### config.mk
export PLATFORM = sky130hd
export DESIGN_NAME = fisher_yates_shuffle_engine_top
export DESIGN_NICKNAME = d
export VERILOG_FILES = /design/src/design/fyse_pkg.sv /design/src/design/fyse_ram.sv /design/src/design/fyse_seq.sv /design/src/design/fisher_yates_shuffle_engine_top.sv
export SDC_FILE = /design/constraint.sdc
export NUM_CORES = 1
export LEC_CHECK = 0
export BUFFER_PORTS_ARGS = -buffer_cell sky130_fd_sc_hd__buf_2
export CAP_MARGIN = 20
export CORE_MARGIN = 2
export CORE_UTILIZATION = 28
export CTS_CLUSTER_SIZE = 16
export DETAILED_ROUTE_END_ITERATION = 7
export MAX_ROUTING_LAYER = met4
export PLACE_DENSITY = 0.47
export RECOVER_POWER = 100
export REMOVE_ABC_BUFFERS = 1
export SYNTH_ARGS = -nofsm -noshare
export SYNTH_HDL_FRONTEND = slang
export SYNTH_SLANG_ARGS = --single-unit
### constraint.sdc
create_clock -name clk -period 7.95 [get_ports clk]
set_input_delay 0.3975 -clock clk [delete_from_list [all_inputs] [get_ports clk]]
set_output_delay 0.3975 -clock clk [all_outputs]
set_load 0.05 [all_outputs]
### src/design/fyse_pkg.sv
package fyse_pkg;

	// deck geometry and random word width
	localparam int DECK_SIZE   = 40;
	localparam int RANDOM_BITS = 31;

	// derived and fixed widths
	localparam int POS_W  = $clog2(DECK_SIZE);
	localparam int SPAN_W = $clog2(DECK_SIZE + 1);
	localparam int BIT_W  = $clog2(RANDOM_BITS);
	localparam int SLOT_W = 6;
	localparam int CARD_W = 6;
	localparam int STEP_W = 4;

	// microprogram step addresses
	typedef logic [STEP_W-1:0] step_t;

	localparam step_t ST_WAIT      = step_t'(0);
	localparam step_t ST_DIV       = step_t'(1);
	localparam step_t ST_CHECK     = step_t'(2);
	localparam step_t ST_RD_POS    = step_t'(3);
	localparam step_t ST_RD_PICK   = step_t'(4);
	localparam step_t ST_WR_PICK   = step_t'(5);
	localparam step_t ST_WR_POS    = step_t'(6);
	localparam step_t ST_EMIT_RD   = step_t'(7);
	localparam step_t ST_EMIT_LD   = step_t'(8);
	localparam step_t ST_EMIT_TEST = step_t'(9);
	localparam step_t ST_EMIT_NEXT = step_t'(10);

	// jump conditions: jump to target when true, else fall through
	typedef enum logic [2:0] {
		COND_NEXT,
		COND_ALWAYS,
		COND_NO_WORD,
		COND_DIV_BUSY,
		COND_REJECT,
		COND_POS_GT1,
		COND_OUT_BUSY,
		COND_K_LAST
	} cond_t;

	// one control word
	typedef struct packed {
		logic  in_ready;
		logic  div_step;
		logic  rd_pos;
		logic  rd_pick;
		logic  wr_pick;
		logic  wr_pos;
		logic  pos_adv;
		logic  k_clr;
		logic  rd_k;
		logic  out_load;
		logic  k_inc;
		cond_t cond;
		step_t target;
	} uctl_t;

	// datapath status seen by the sequencer
	typedef struct packed {
		logic no_word;
		logic div_busy;
		logic reject;
		logic pos_gt1;
		logic out_busy;
		logic k_last;
	} flags_t;

endpackage

### src/design/fyse_ram.sv
module fyse_ram #(
	parameter int WIDTH = 8,
	parameter int DEPTH = 64
) (
	input  logic                     clk,
	input  logic                     we,
	input  logic [$clog2(DEPTH)-1:0] waddr,
	input  logic [WIDTH-1:0]         wdata,
	input  logic                     re,
	input  logic [$clog2(DEPTH)-1:0] raddr,
	output logic [WIDTH-1:0]         rdata
);

	logic [WIDTH-1:0] mem [DEPTH];

	// one write port, one registered read port
	always_ff @(posedge clk) begin
		if (we) begin
			mem[waddr] <= wdata;
		end
		if (re) begin
			rdata <= mem[raddr];
		end
	end

endmodule

### src/design/fyse_seq.sv
module fyse_seq import fyse_pkg::*; (
	input  logic   clk,
	input  logic   arst_n,
	input  flags_t flags,
	output uctl_t  uctl
);

	step_t pc_q;
	step_t pc_d;
	logic  take;

	// microprogram
	function automatic uctl_t rom(step_t s);
		uctl_t w;
		w = '0;
		case (s)
			ST_WAIT: begin
				w.in_ready = 1'b1;
				w.cond     = COND_NO_WORD;
				w.target   = ST_WAIT;
			end
			ST_DIV: begin
				w.div_step = 1'b1;
				w.cond     = COND_DIV_BUSY;
				w.target   = ST_DIV;
			end
			ST_CHECK: begin
				w.cond   = COND_REJECT;
				w.target = ST_WAIT;
			end
			ST_RD_POS: begin
				w.rd_pos = 1'b1;
			end
			ST_RD_PICK: begin
				w.rd_pick = 1'b1;
			end
			ST_WR_PICK: begin
				w.wr_pick = 1'b1;
			end
			ST_WR_POS: begin
				w.wr_pos  = 1'b1;
				w.pos_adv = 1'b1;
				w.k_clr   = 1'b1;
				w.cond    = COND_POS_GT1;
				w.target  = ST_WAIT;
			end
			ST_EMIT_RD: begin
				w.rd_k = 1'b1;
			end
			ST_EMIT_LD: begin
				w.out_load = 1'b1;
				w.cond     = COND_OUT_BUSY;
				w.target   = ST_EMIT_LD;
			end
			ST_EMIT_TEST: begin
				w.cond   = COND_K_LAST;
				w.target = ST_WAIT;
			end
			ST_EMIT_NEXT: begin
				w.k_inc  = 1'b1;
				w.cond   = COND_ALWAYS;
				w.target = ST_EMIT_RD;
			end
			default: begin
				w.cond   = COND_ALWAYS;
				w.target = ST_WAIT;
			end
		endcase
		return w;
	endfunction

	assign uctl = rom(pc_q);

	// condition select
	always_comb begin
		unique case (uctl.cond)
			COND_NEXT:     take = 1'b0;
			COND_ALWAYS:   take = 1'b1;
			COND_NO_WORD:  take = flags.no_word;
			COND_DIV_BUSY: take = flags.div_busy;
			COND_REJECT:   take = flags.reject;
			COND_POS_GT1:  take = flags.pos_gt1;
			COND_OUT_BUSY: take = flags.out_busy;
			COND_K_LAST:   take = flags.k_last;
		endcase
	end

	assign pc_d = take ? uctl.target : pc_q + 1'b1;

	// step counter
	always_ff @(posedge clk or negedge arst_n) begin
		if (!arst_n) begin
			pc_q <= ST_WAIT;
		end else begin
			pc_q <= pc_d;
		end
	end

endmodule

### src/design/fisher_yates_shuffle_engine_top.sv
// Fisher-Yates shuffle of a DECK_SIZE-entry card store, identity after reset.
// Each random_word transaction is one uniform draw. A small microprogram runs
// it: the word and the random maximum are both reduced modulo span =
// position+1, one bit per cycle; a word at or above the rejection cutoff is
// dropped and the block goes back to wait for the next word. An accepted
// word swaps two entries through the deck RAM (one write port, one
// registered read port) in four more steps. After the swap at position 1
// the whole deck is sent out in slot order, one entry per pass through the
// read, load, test and next steps, holding in the load step while the
// result side stalls, with last_of_run on the final slot; the next word can
// be taken while that final entry still waits in the output register.
// The next shuffle starts from the order just emitted.
module fisher_yates_shuffle_engine_top import fyse_pkg::*; (
	input  logic                   clk,
	input  logic                   arst_n,
	input  logic                   word_valid,
	output logic                   word_stall,
	input  logic [RANDOM_BITS-1:0] random_word,
	output logic                   deck_valid,
	input  logic                   deck_stall,
	output logic [SLOT_W-1:0]      slot,
	output logic [CARD_W-1:0]      card_index,
	output logic                   last_of_run
);

	localparam logic [RANDOM_BITS-1:0] RMAX = '1;

	uctl_t  uctl;
	flags_t flags;

	logic                   word_fire;
	logic [RANDOM_BITS-1:0] word_q;
	logic [BIT_W-1:0]       bit_q;
	logic [SPAN_W-1:0]      rw_q;
	logic [SPAN_W-1:0]      rm_q;
	logic [SPAN_W-1:0]      span;
	logic [RANDOM_BITS-1:0] cutoff;
	logic [POS_W-1:0]       pos_q;
	logic [POS_W-1:0]       k_q;
	logic [POS_W-1:0]       pick;
	logic [POS_W-1:0]       a_q;
	logic [POS_W-1:0]       b_q;

	logic                   ram_we;
	logic [POS_W-1:0]       ram_waddr;
	logic [POS_W-1:0]       ram_wdata;
	logic                   ram_re;
	logic [POS_W-1:0]       ram_raddr;
	logic [POS_W-1:0]       ram_rdata;
	logic [DECK_SIZE-1:0]   vld_q;
	logic                   rd_vld_q;
	logic [POS_W-1:0]       rd_addr_q;
	logic [POS_W-1:0]       rd_value;

	logic                   out_busy;
	logic                   out_load;
	logic                   deck_valid_q;
	logic [SLOT_W-1:0]      slot_q;
	logic [CARD_W-1:0]      card_q;
	logic                   last_q;

	// one restoring step of remainder by span
	function automatic logic [SPAN_W-1:0] rem_step(
		logic [SPAN_W-1:0] r,
		logic              b,
		logic [SPAN_W-1:0] d
	);
		logic [SPAN_W:0] t;
		t = {r, b};
		if (t >= {1'b0, d}) begin
			t = t - {1'b0, d};
		end
		return t[SPAN_W-1:0];
	endfunction

	fyse_seq u_seq (
		.clk    (clk),
		.arst_n (arst_n),
		.flags  (flags),
		.uctl   (uctl)
	);

	// input handshake
	assign word_fire  = word_valid & uctl.in_ready;
	assign word_stall = ~uctl.in_ready;

	assign span   = SPAN_W'(pos_q) + 1'b1;
	assign cutoff = RMAX - RANDOM_BITS'(rm_q);
	assign pick   = rw_q[POS_W-1:0];

	// captured word
	always_ff @(posedge clk) begin
		if (word_fire) begin
			word_q <= random_word;
		end
	end

	// bit-serial remainder of word and of RMAX
	always_ff @(posedge clk or negedge arst_n) begin
		if (!arst_n) begin
			bit_q <= '0;
			rw_q  <= '0;
			rm_q  <= '0;
		end else if (word_fire) begin
			bit_q <= BIT_W'(RANDOM_BITS - 1);
			rw_q  <= '0;
			rm_q  <= '0;
		end else if (uctl.div_step) begin
			bit_q <= bit_q - 1'b1;
			rw_q  <= rem_step(rw_q, word_q[bit_q], span);
			rm_q  <= rem_step(rm_q, 1'b1, span);
		end
	end

	// position and emit counter
	always_ff @(posedge clk or negedge arst_n) begin
		if (!arst_n) begin
			pos_q <= POS_W'(DECK_SIZE - 1);
			k_q   <= '0;
		end else begin
			if (uctl.pos_adv) begin
				pos_q <= flags.pos_gt1 ? pos_q - 1'b1 : POS_W'(DECK_SIZE - 1);
			end
			if (uctl.k_clr) begin
				k_q <= '0;
			end else if (uctl.k_inc) begin
				k_q <= k_q + 1'b1;
			end
		end
	end

	// deck RAM port steering
	assign ram_re    = uctl.rd_pos | uctl.rd_pick | uctl.rd_k;
	assign ram_raddr = uctl.rd_pos ? pos_q : (uctl.rd_pick ? pick : k_q);
	assign ram_we    = uctl.wr_pick | uctl.wr_pos;
	assign ram_waddr = uctl.wr_pick ? pick : pos_q;
	assign ram_wdata = uctl.wr_pick ? a_q : b_q;

	fyse_ram #(
		.WIDTH (POS_W),
		.DEPTH (DECK_SIZE)
	) u_deck (
		.clk   (clk),
		.we    (ram_we),
		.waddr (ram_waddr),
		.wdata (ram_wdata),
		.re    (ram_re),
		.raddr (ram_raddr),
		.rdata (ram_rdata)
	);

	// written-entry flags; unwritten entries read as their own index
	always_ff @(posedge clk or negedge arst_n) begin
		if (!arst_n) begin
			vld_q <= '0;
		end else if (ram_we) begin
			vld_q[ram_waddr] <= 1'b1;
		end
	end

	always_ff @(posedge clk) begin
		if (ram_re) begin
			rd_vld_q  <= vld_q[ram_raddr];
			rd_addr_q <= ram_raddr;
		end
	end

	assign rd_value = rd_vld_q ? ram_rdata : rd_addr_q;

	// swap operands
	always_ff @(posedge clk) begin
		if (uctl.rd_pick) begin
			a_q <= rd_value;
		end
		if (uctl.wr_pick) begin
			b_q <= rd_value;
		end
	end

	// output register
	assign out_busy = deck_valid_q & deck_stall;
	assign out_load = uctl.out_load & ~out_busy;

	always_ff @(posedge clk or negedge arst_n) begin
		if (!arst_n) begin
			deck_valid_q <= 1'b0;
		end else if (out_load) begin
			deck_valid_q <= 1'b1;
		end else if (!deck_stall) begin
			deck_valid_q <= 1'b0;
		end
	end

	always_ff @(posedge clk) begin
		if (out_load) begin
			slot_q <= SLOT_W'(k_q);
			card_q <= CARD_W'(rd_value);
			last_q <= flags.k_last;
		end
	end

	assign deck_valid  = deck_valid_q;
	assign slot        = slot_q;
	assign card_index  = card_q;
	assign last_of_run = last_q;

	// status to the sequencer
	assign flags.no_word  = ~word_valid;
	assign flags.div_busy = (bit_q != '0);
	assign flags.reject   = ~(word_q < cutoff);
	assign flags.pos_gt1  = (pos_q != POS_W'(1));
	assign flags.out_busy = out_busy;
	assign flags.k_last   = (k_q == POS_W'(DECK_SIZE - 1));

endmodule

### After elaboration in Yosys (flattened, before gate mapping)

Memories as Yosys holds them, arrays and structs flattened. A register that Yosys moved wholly into a read port is not among the register bits.
Index checks and enable logic that the tools add are counted.

* flip-flop bits (word level): 137
* bits in read-only memories: 0
* output and inout bits: 15
* memory bits (writable): 240
* memories kept: 1
* bits in latches: 0
* logic and storage cells: 108
* bits of input ports: 35

Memories
* u_deck.mem: words 40, width 6, rd ports 1, clocked after Yosys merged registers in 1, write ports 1, RTL line fyse_ram.sv:14 `logic [WIDTH-1:0] mem [DEPTH];`

* $lt $le $gt $ge: 7
* equality and inequality tests: 20
* reduce and logical (&&, ||, !) cells: 7
* muxes and demuxes: 38
* bitwise operators: 11
* add/sub/neg operators: 8
* divide/modulo/power cells: 0
* shift-type cells: 0
* multiply operators: 0

Operator list (count)
* $mux W6: 14
* $pmux W7 S8: 1
* $or A40 B40 Y40: 1
* $lt A31 B31 Y1: 1
* $eq A4 B3 Y1 const B: 4
* $mux W1: 15
* $ge A7 B6 Y1: 2
* $lt A6 B7 Y1 const B: 2
* $add A6 B1 Y6 const B: 2
* $eq A3 B3 Y1 const B: 4
* $eq A4 B4 Y1 const B: 3
* $sub A6 B6 Y6: 2
* $mux W5: 2
* $eq A4 B2 Y1 const B: 2
* $pmux W1 S8: 1
* $sub A1 B7 Y8 const A: 1
* $bmux W1 S6: 1
* $demux W1 S6: 1
* $eq A3 B2 Y1 const B: 2
* $eq A6 B6 Y1 const B: 1
* $ge A6 B1 Y1 const B: 1
* $lt A5 B6 Y1 const B: 1
* $ne A6 B1 Y1 const B: 1
* $sub A6 B1 Y6 const B: 1
* 17 further kinds: 25

### Logic depth before layout (Yosys ltp)

* depth after elaboration: 8
* gate-level depth with buffers: 18
* depth with buffers taken out: 16

### Cells and area by module

From an unflattened synthesis, not the netlist that was laid out.

* cell total of the unflattened synthesis: 1128
* area, all modules: 16980.0 um2

By module, submodules not included
* fyse_ram: times used 1, area an instance 9890.7 um2, sequential area each 7387.1 um2, cells each 538
* fisher_yates_shuffle_engine_top: times used 1, area an instance 6505.0 um2, sequential area each 3648.5 um2, cells each 530
* fyse_seq: times used 1, area an instance 584.3 um2, sequential area each 100.1 um2, cells each 60

### Worst setup path after synthesis

OpenSTA, ideal clock, no wires.

* path kind: reg-to-reg
* from: reg bit_q[1]
* to: reg rw_q[1] (netlist: pick[1])
* cell stages (with the launch flop): 18
* arrival: 2.936 ns
* data required time: 7.847 ns
* slack: 4.911 ns
* path buffers: 2
* setup time: 0.103 ns
* clock period less this slack: 3.039 ns
* cells stage by stage: dfrtp_1 -> buf_1 -> mux4_2 -> a211oi_1 -> a21oi_1 -> nand2_1 -> o21ai_0 -> inv_1 -> ha_1 -> nor2b_1 -> o21ai_0 -> nand3b_1 -> a21oi_1 -> o21ai_0 -> clkbuf_1 -> nand2_1 -> o211ai_1 -> a21oi_1

* word-level cells in the longest chain between the ends: 6
* elaborated cells on any way between the ends: 7
* those cells by class: add/sub: 1; order compare: 1; mux: 5

Ends and longest elaborated chain
* start: declaration: RTL line fisher_yates_shuffle_engine_top.sv:33 `logic [BIT_W-1:0] bit_q;`
* start signal: assignment: RTL line fisher_yates_shuffle_engine_top.sv:105 `bit_q <= BIT_W'(RANDOM_BITS - 1);`
* start signal: assignment: RTL line fisher_yates_shuffle_engine_top.sv:109 `bit_q <= bit_q - 1'b1;`
* $bmux W1 S5 *: RTL line fisher_yates_shuffle_engine_top.sv:110 `rw_q <= rem_step(rw_q, word_q[bit_q], span);`
* $mux W1 (not written as such) *: RTL line fisher_yates_shuffle_engine_top.sv:110
* $sub A6 B6 Y6 or $ge A7 B6 Y1 (tied branches): RTL line fisher_yates_shuffle_engine_top.sv:71, fisher_yates_shuffle_engine_top.sv:70
* $mux W6 *: RTL line fisher_yates_shuffle_engine_top.sv:70 `if (t >= {1'b0, d}) begin`
* $mux W6 *: RTL line fisher_yates_shuffle_engine_top.sv:108 `end else if (uctl.div_step) begin`
* $mux W6 *: RTL line fisher_yates_shuffle_engine_top.sv:104 `end else if (word_fire) begin`
* end signal: assignment: RTL line fisher_yates_shuffle_engine_top.sv:110
* end: declaration: RTL line fisher_yates_shuffle_engine_top.sv:34 `logic [SPAN_W-1:0] rw_q;`

Every way passes the cells marked *; elsewhere a longest branch is shown, timed or not. The select of a mux whose other input is x is not followed.
A chain may end at the register's enable or synchronous reset.

### Worst setup path after layout

* from: reg u_seq.pc_q[0]
* to: reg u_deck.rdata[4], read port of u_deck.mem (data pin)

* word-level cells in the longest chain between the ends: 4
* elaborated cells on any way between the ends: 10
* those cells by class: eq/ne: 3; mux: 5; bitwise: 2

Ends and longest elaborated chain
* start: declaration: RTL line fyse_seq.sv:8 `step_t pc_q;`
* start signal: assignment: RTL line fyse_seq.sv:95 `pc_q <= pc_d;`
* $eq A4 B3 Y1 or $eq A4 B2 Y1 (tied branches): RTL line fyse_seq.sv:16 `case (s)`
* $mux W1: RTL line fyse_seq.sv:16
* $mux W6 or $or A1 B1 Y1 (tied branches) (2 in series): RTL line fisher_yates_shuffle_engine_top.sv:134, fisher_yates_shuffle_engine_top.sv:133
* end: declaration: RTL line fyse_ram.sv:11 `output logic [WIDTH-1:0] rdata`

Several ways; a longest one is shown, not always the timed one.

==> flow_summary.ini <==
[timing]
final-hold-violation-count = 0
maxSlewHeadroom_pct = -116
fin_worst_skew_ps = 27.8
period_minus_slack_ps = 4960
grt_setup_unrepaired = false
timing_worst_slew_pin_value_ps = 3250
finalMaxSlewViolations = 413
maxClockFrequency_mhz = 202
period_share_pct = 62.3
finalSetupViolCount = 0
tns_ps = 0

[setup_path]
crit-reg2reg-capture = u_deck.rdata[4]$_DFFE_PP_
path_cells = inv_1 > ha_1 > nor2_1 > a222oi_1 > nand2_2 > buf_4 > inv_1 > buf_4 > mux2i_1 > a22oi_1 > mux2i_1 > o22ai_1 > a211o_1
cp-end-kind = flop
crit_path_end = u_deck.rdata[4]$_DFFE_PP_
regToRegStartpoint = u_seq.pc_q[0]$_DFF_PN0_
crit_path_top_delay_cell = sky130_fd_sc_hd__inv_1
crit_path_start = u_seq.pc_q[0]$_DFF_PN0_
critPathMaxFanout = 51
worst_path_largest_cell_delay_ps = 1280
critical_path_required_ps = 8270
arrival_time_at_the_worst_endpoint_ps = 5280
r2r_cells = 13
timing.critical_path.from_type = flop
reg2reg_setup_slack_ps = 2990
worstSetupPathType = reg2reg

[final_layout]
registers.top_by_ff_count = u_deck.mem
layout.filler_cells = 5905
top_regs = u_deck.mem: 240 flops, vld_q: 40 flops, word_q: 31 flops
area_growth_syn_to_layout_pct = 15.3
largest_register_ffs = 240
finalCoreUtilization_pct = 32.5
fraction_of_layout_cells_with_a_size_suffix_above_1_pct = 10.8
antenna-diode-count = 0
design.final.nets = 1487

[logic_synthesis]
synth_cell_types = 68
synth_top_cell_by_area = sky130_fd_sc_hd__edfxtp_1
synth.yosys.seq_area_share_pct = 67.1
yosys-top-cells-area = sky130_fd_sc_hd__edfxtp_1 56%, sky130_fd_sc_hd__dfrtp_1 11%, sky130_fd_sc_hd__nand2_1 6.4%
yosys.area.top_type_share_pct = 55.9
synth-seq-cells = 383
synth-warning-count = 0
synth-edff-count = 309
async_reset_ff_share_pct = 19.3
avgSynthCellArea_um2 = 12.2
post_synth_instance_area_um2 = 16600
synth_top_flop_cell = sky130_fd_sc_hd__edfxtp_1
post_synth_inst_count = 1355

[grt]
grt_antenna_before_repair = 0
grt_start_max_net_pins = 65
grt_pass1_vias = 11000
gr-usage-all-layers_pct = 15.2
global_route.overflow_total = 0
global_route_wire_length_before_repair_um = 68200

[routing]
dr.pass1.iters = 5
detail_route.vias_per_cell = 4.84
detail-route-antenna-nets = 0
drc_errors = 0
vias = 10800
avgRoutedWirePerCell_um = 20.1
route.final.wire_length_um = 44900
first_iter_violations = 863

[cts]
clock_tree_from_tritoncts = done
tritoncts_buffer_count = 43
htree_levels = 2
clkLatencyLatePin_ps = 570
clockBufferDepth = 3
clkSlewWorstSetupHoldPaths_ps = 60
post_cts_buffers = 0
numClockSinks = 383
cts.root.buffer_cell = sky130_fd_sc_hd__clkbuf_16

[floorplan]
die_w_um = 247
die_area_um2 = 61200
initial_util_pct = 28.2
ioPinCount = 50
die_h_um = 247
placementRows = 89
core_area_um2 = 58800

[worst_hold_path]
timing.hold.worst.start = random_word[3]
hold_path_class = in2reg
min_delay_path_depth = 1

[power]
cellPowerDensity_nw_per_um2 = 407
power.static_leakage_nw = 6.98
worst_ir_drop_vdd_v = 0.000159

[run_status]
violations = capacitance limit, slew limit
outcome = finished with violations

[flow_run]
drv.max_cap_violation_count = 10

[placement]
portBuffers = 49
gpl.final_weighted_congestion = 0.810
dpl.hpwl_um = 28200
## cells in the final DEF, fill, tap and decap left out, types with 4 or more instances in the layout
cell type,instances
sky130_fd_sc_hd__ha_1,25
sky130_fd_sc_hd__a31oi_1,12
sky130_fd_sc_hd__nor4_1,4
sky130_fd_sc_hd__a22oi_1,13
sky130_fd_sc_hd__o211ai_1,8
sky130_fd_sc_hd__nand2_1,282
sky130_fd_sc_hd__nor2b_1,10
sky130_fd_sc_hd__edfxtp_1,309
sky130_fd_sc_hd__or3_1,4
sky130_fd_sc_hd__or2_2,40
sky130_fd_sc_hd__nor3_1,13
sky130_fd_sc_hd__inv_1,22
sky130_fd_sc_hd__mux4_2,7
sky130_fd_sc_hd__a22o_1,7
sky130_fd_sc_hd__a21o_1,14
sky130_fd_sc_hd__dlygate4sd3_1,29
sky130_fd_sc_hd__xnor2_1,8
sky130_fd_sc_hd__xor2_1,10
sky130_fd_sc_hd__a21oi_1,99
sky130_fd_sc_hd__buf_2,31
sky130_fd_sc_hd__dfrtp_1,70
sky130_fd_sc_hd__a211o_1,6
sky130_fd_sc_hd__o21ai_0,36
sky130_fd_sc_hd__buf_4,5
sky130_fd_sc_hd__a32oi_1,14
sky130_fd_sc_hd__nand3b_1,7
sky130_fd_sc_hd__nor2_1,85
sky130_fd_sc_hd__mux2i_1,26
sky130_fd_sc_hd__a211oi_1,4
sky130_fd_sc_hd__clkinv_2,4
sky130_fd_sc_hd__mux2_1,7
sky130_fd_sc_hd__nand2b_1,5
sky130_fd_sc_hd__nand3_1,53
sky130_fd_sc_hd__o31ai_1,5
sky130_fd_sc_hd__clkbuf_1,48
sky130_fd_sc_hd__clkinv_1,6
sky130_fd_sc_hd__clkbuf_16,44
sky130_fd_sc_hd__nand4_1,27
## report_power, final
part | internal, mW | total [mW] | switching [mW]
logic | 0.940 | 2.99 | 2.05
registers | 2.68 | 2.92 | 0.237
clock network | 1.08 | 1.88 | 0.793
## worst max-delay path: cells and delay by family, from the launching register on
kind / cells / cell delay (ps)
adders and majority gates: 1 / 360
AOI/OAI and AO/OA: 4 / 950
and+or+nand+nor: 2 / 180
muxes: 2 / 470
buffers and inverters: 4 / 2290
DFF: 1 / 420
## synthesized netlist by cell type (10+ instances only)
| cell type | instances |
|---|---|
| sky130_fd_sc_hd__a21o_1 | 13 |
| sky130_fd_sc_hd__a21oi_1 | 98 |
| sky130_fd_sc_hd__a22oi_1 | 13 |
| sky130_fd_sc_hd__a31oi_1 | 12 |
| sky130_fd_sc_hd__a32oi_1 | 14 |
| sky130_fd_sc_hd__buf_2 | 31 |
| sky130_fd_sc_hd__clkbuf_1 | 25 |
| sky130_fd_sc_hd__dfrtp_1 | 70 |
| sky130_fd_sc_hd__edfxtp_1 | 309 |
| sky130_fd_sc_hd__ha_1 | 25 |
| sky130_fd_sc_hd__inv_1 | 19 |
| sky130_fd_sc_hd__mux2i_1 | 26 |
| sky130_fd_sc_hd__nand2_1 | 283 |
| sky130_fd_sc_hd__nand3_1 | 53 |
| sky130_fd_sc_hd__nand4_1 | 27 |
| sky130_fd_sc_hd__nor2_1 | 85 |
| sky130_fd_sc_hd__nor2b_1 | 10 |
| sky130_fd_sc_hd__nor3_1 | 13 |
| sky130_fd_sc_hd__o21ai_0 | 35 |
| sky130_fd_sc_hd__or2_2 | 41 |
| sky130_fd_sc_hd__xor2_1 | 10 |
## cell type report
| cell class | instances | area, µm² | share of cell area [%] |
|---|---|---|---|
| Inverter | 26 | 105 | 0.549 |
| Clock buffer | 66 | 1210 | 6.34 |
| Timing Repair Buffer | 95 | 612 | 3.20 |
| Tap cell | 773 | 967 | 5.06 |
| Multi-Input combinational cell | 876 | 5000 | 26.2 |
| Sequential cell | 383 | 11100 | 58.2 |
| Clock inverter | 12 | 93.8 | 0.490 |
## worst min-delay path by stage
| stage | endpoint | slack (ps) |
|---|---|---|
| 5_1_grt | word_q[3]$_DFFE_PP_ | 10 |
| 2_1_floorplan | bit_q[0]$_DFFE_PN0P_ | 100 |
| 4_1_cts | word_q[3]$_DFFE_PP_ | 2 |
| 3_3_place_gp | vld_q[31]$_DFFE_PN0N_ | 340 |
| 3_5_place_dp | vld_q[31]$_DFFE_PN0N_ | 340 |
| 6_report | word_q[3]$_DFFE_PP_ | 30 |
## metal layers
metal  track usage (%)  share of wire (%)
met2              24.0                 47
met3              1.97                3.8
met4              4.09                2.2
met5                 -                  0
met1              20.7                 47
## cells by family after synthesis
family	synth area share (%)
adders and majority gates	2.13
AOI/OAI and AO/OA	9.10
xor gates and xnor gates	0.950
DFF	67.1
and+or+nand+nor	15.0
buffers and inverters	2.68
muxes	3.06
## metrics by stage
step | total power, mW | instances | worst slack [ps] | cell area (µm²) | hold WS (ps)
finish | 7.79 | 2231 | 2990 | 19100 | 27.0
detailed placement | 5.96 | 2123 | 3540 | 17600 | 341
CTS | 7.86 | 2230 | 3580 | 19200 | 2.07
global route | 8.27 | 2231 | 2540 | 19100 | 14.0
global placement | 5.92 | 2122 | 3520 | 17600 | 338
floorplan | 4.83 | 1285 | 3260 | 16200 | 102
## timing repair
| action | 4_1_cts | 5_1_grt |
|---|---|---|
| endpoints found under the hold margin | 48 | 0 |
| hold buffers | 29 | 0 |
| resized for setup | 0 | 0 |
No activity file was read; power rests on OpenSTA's default activity.
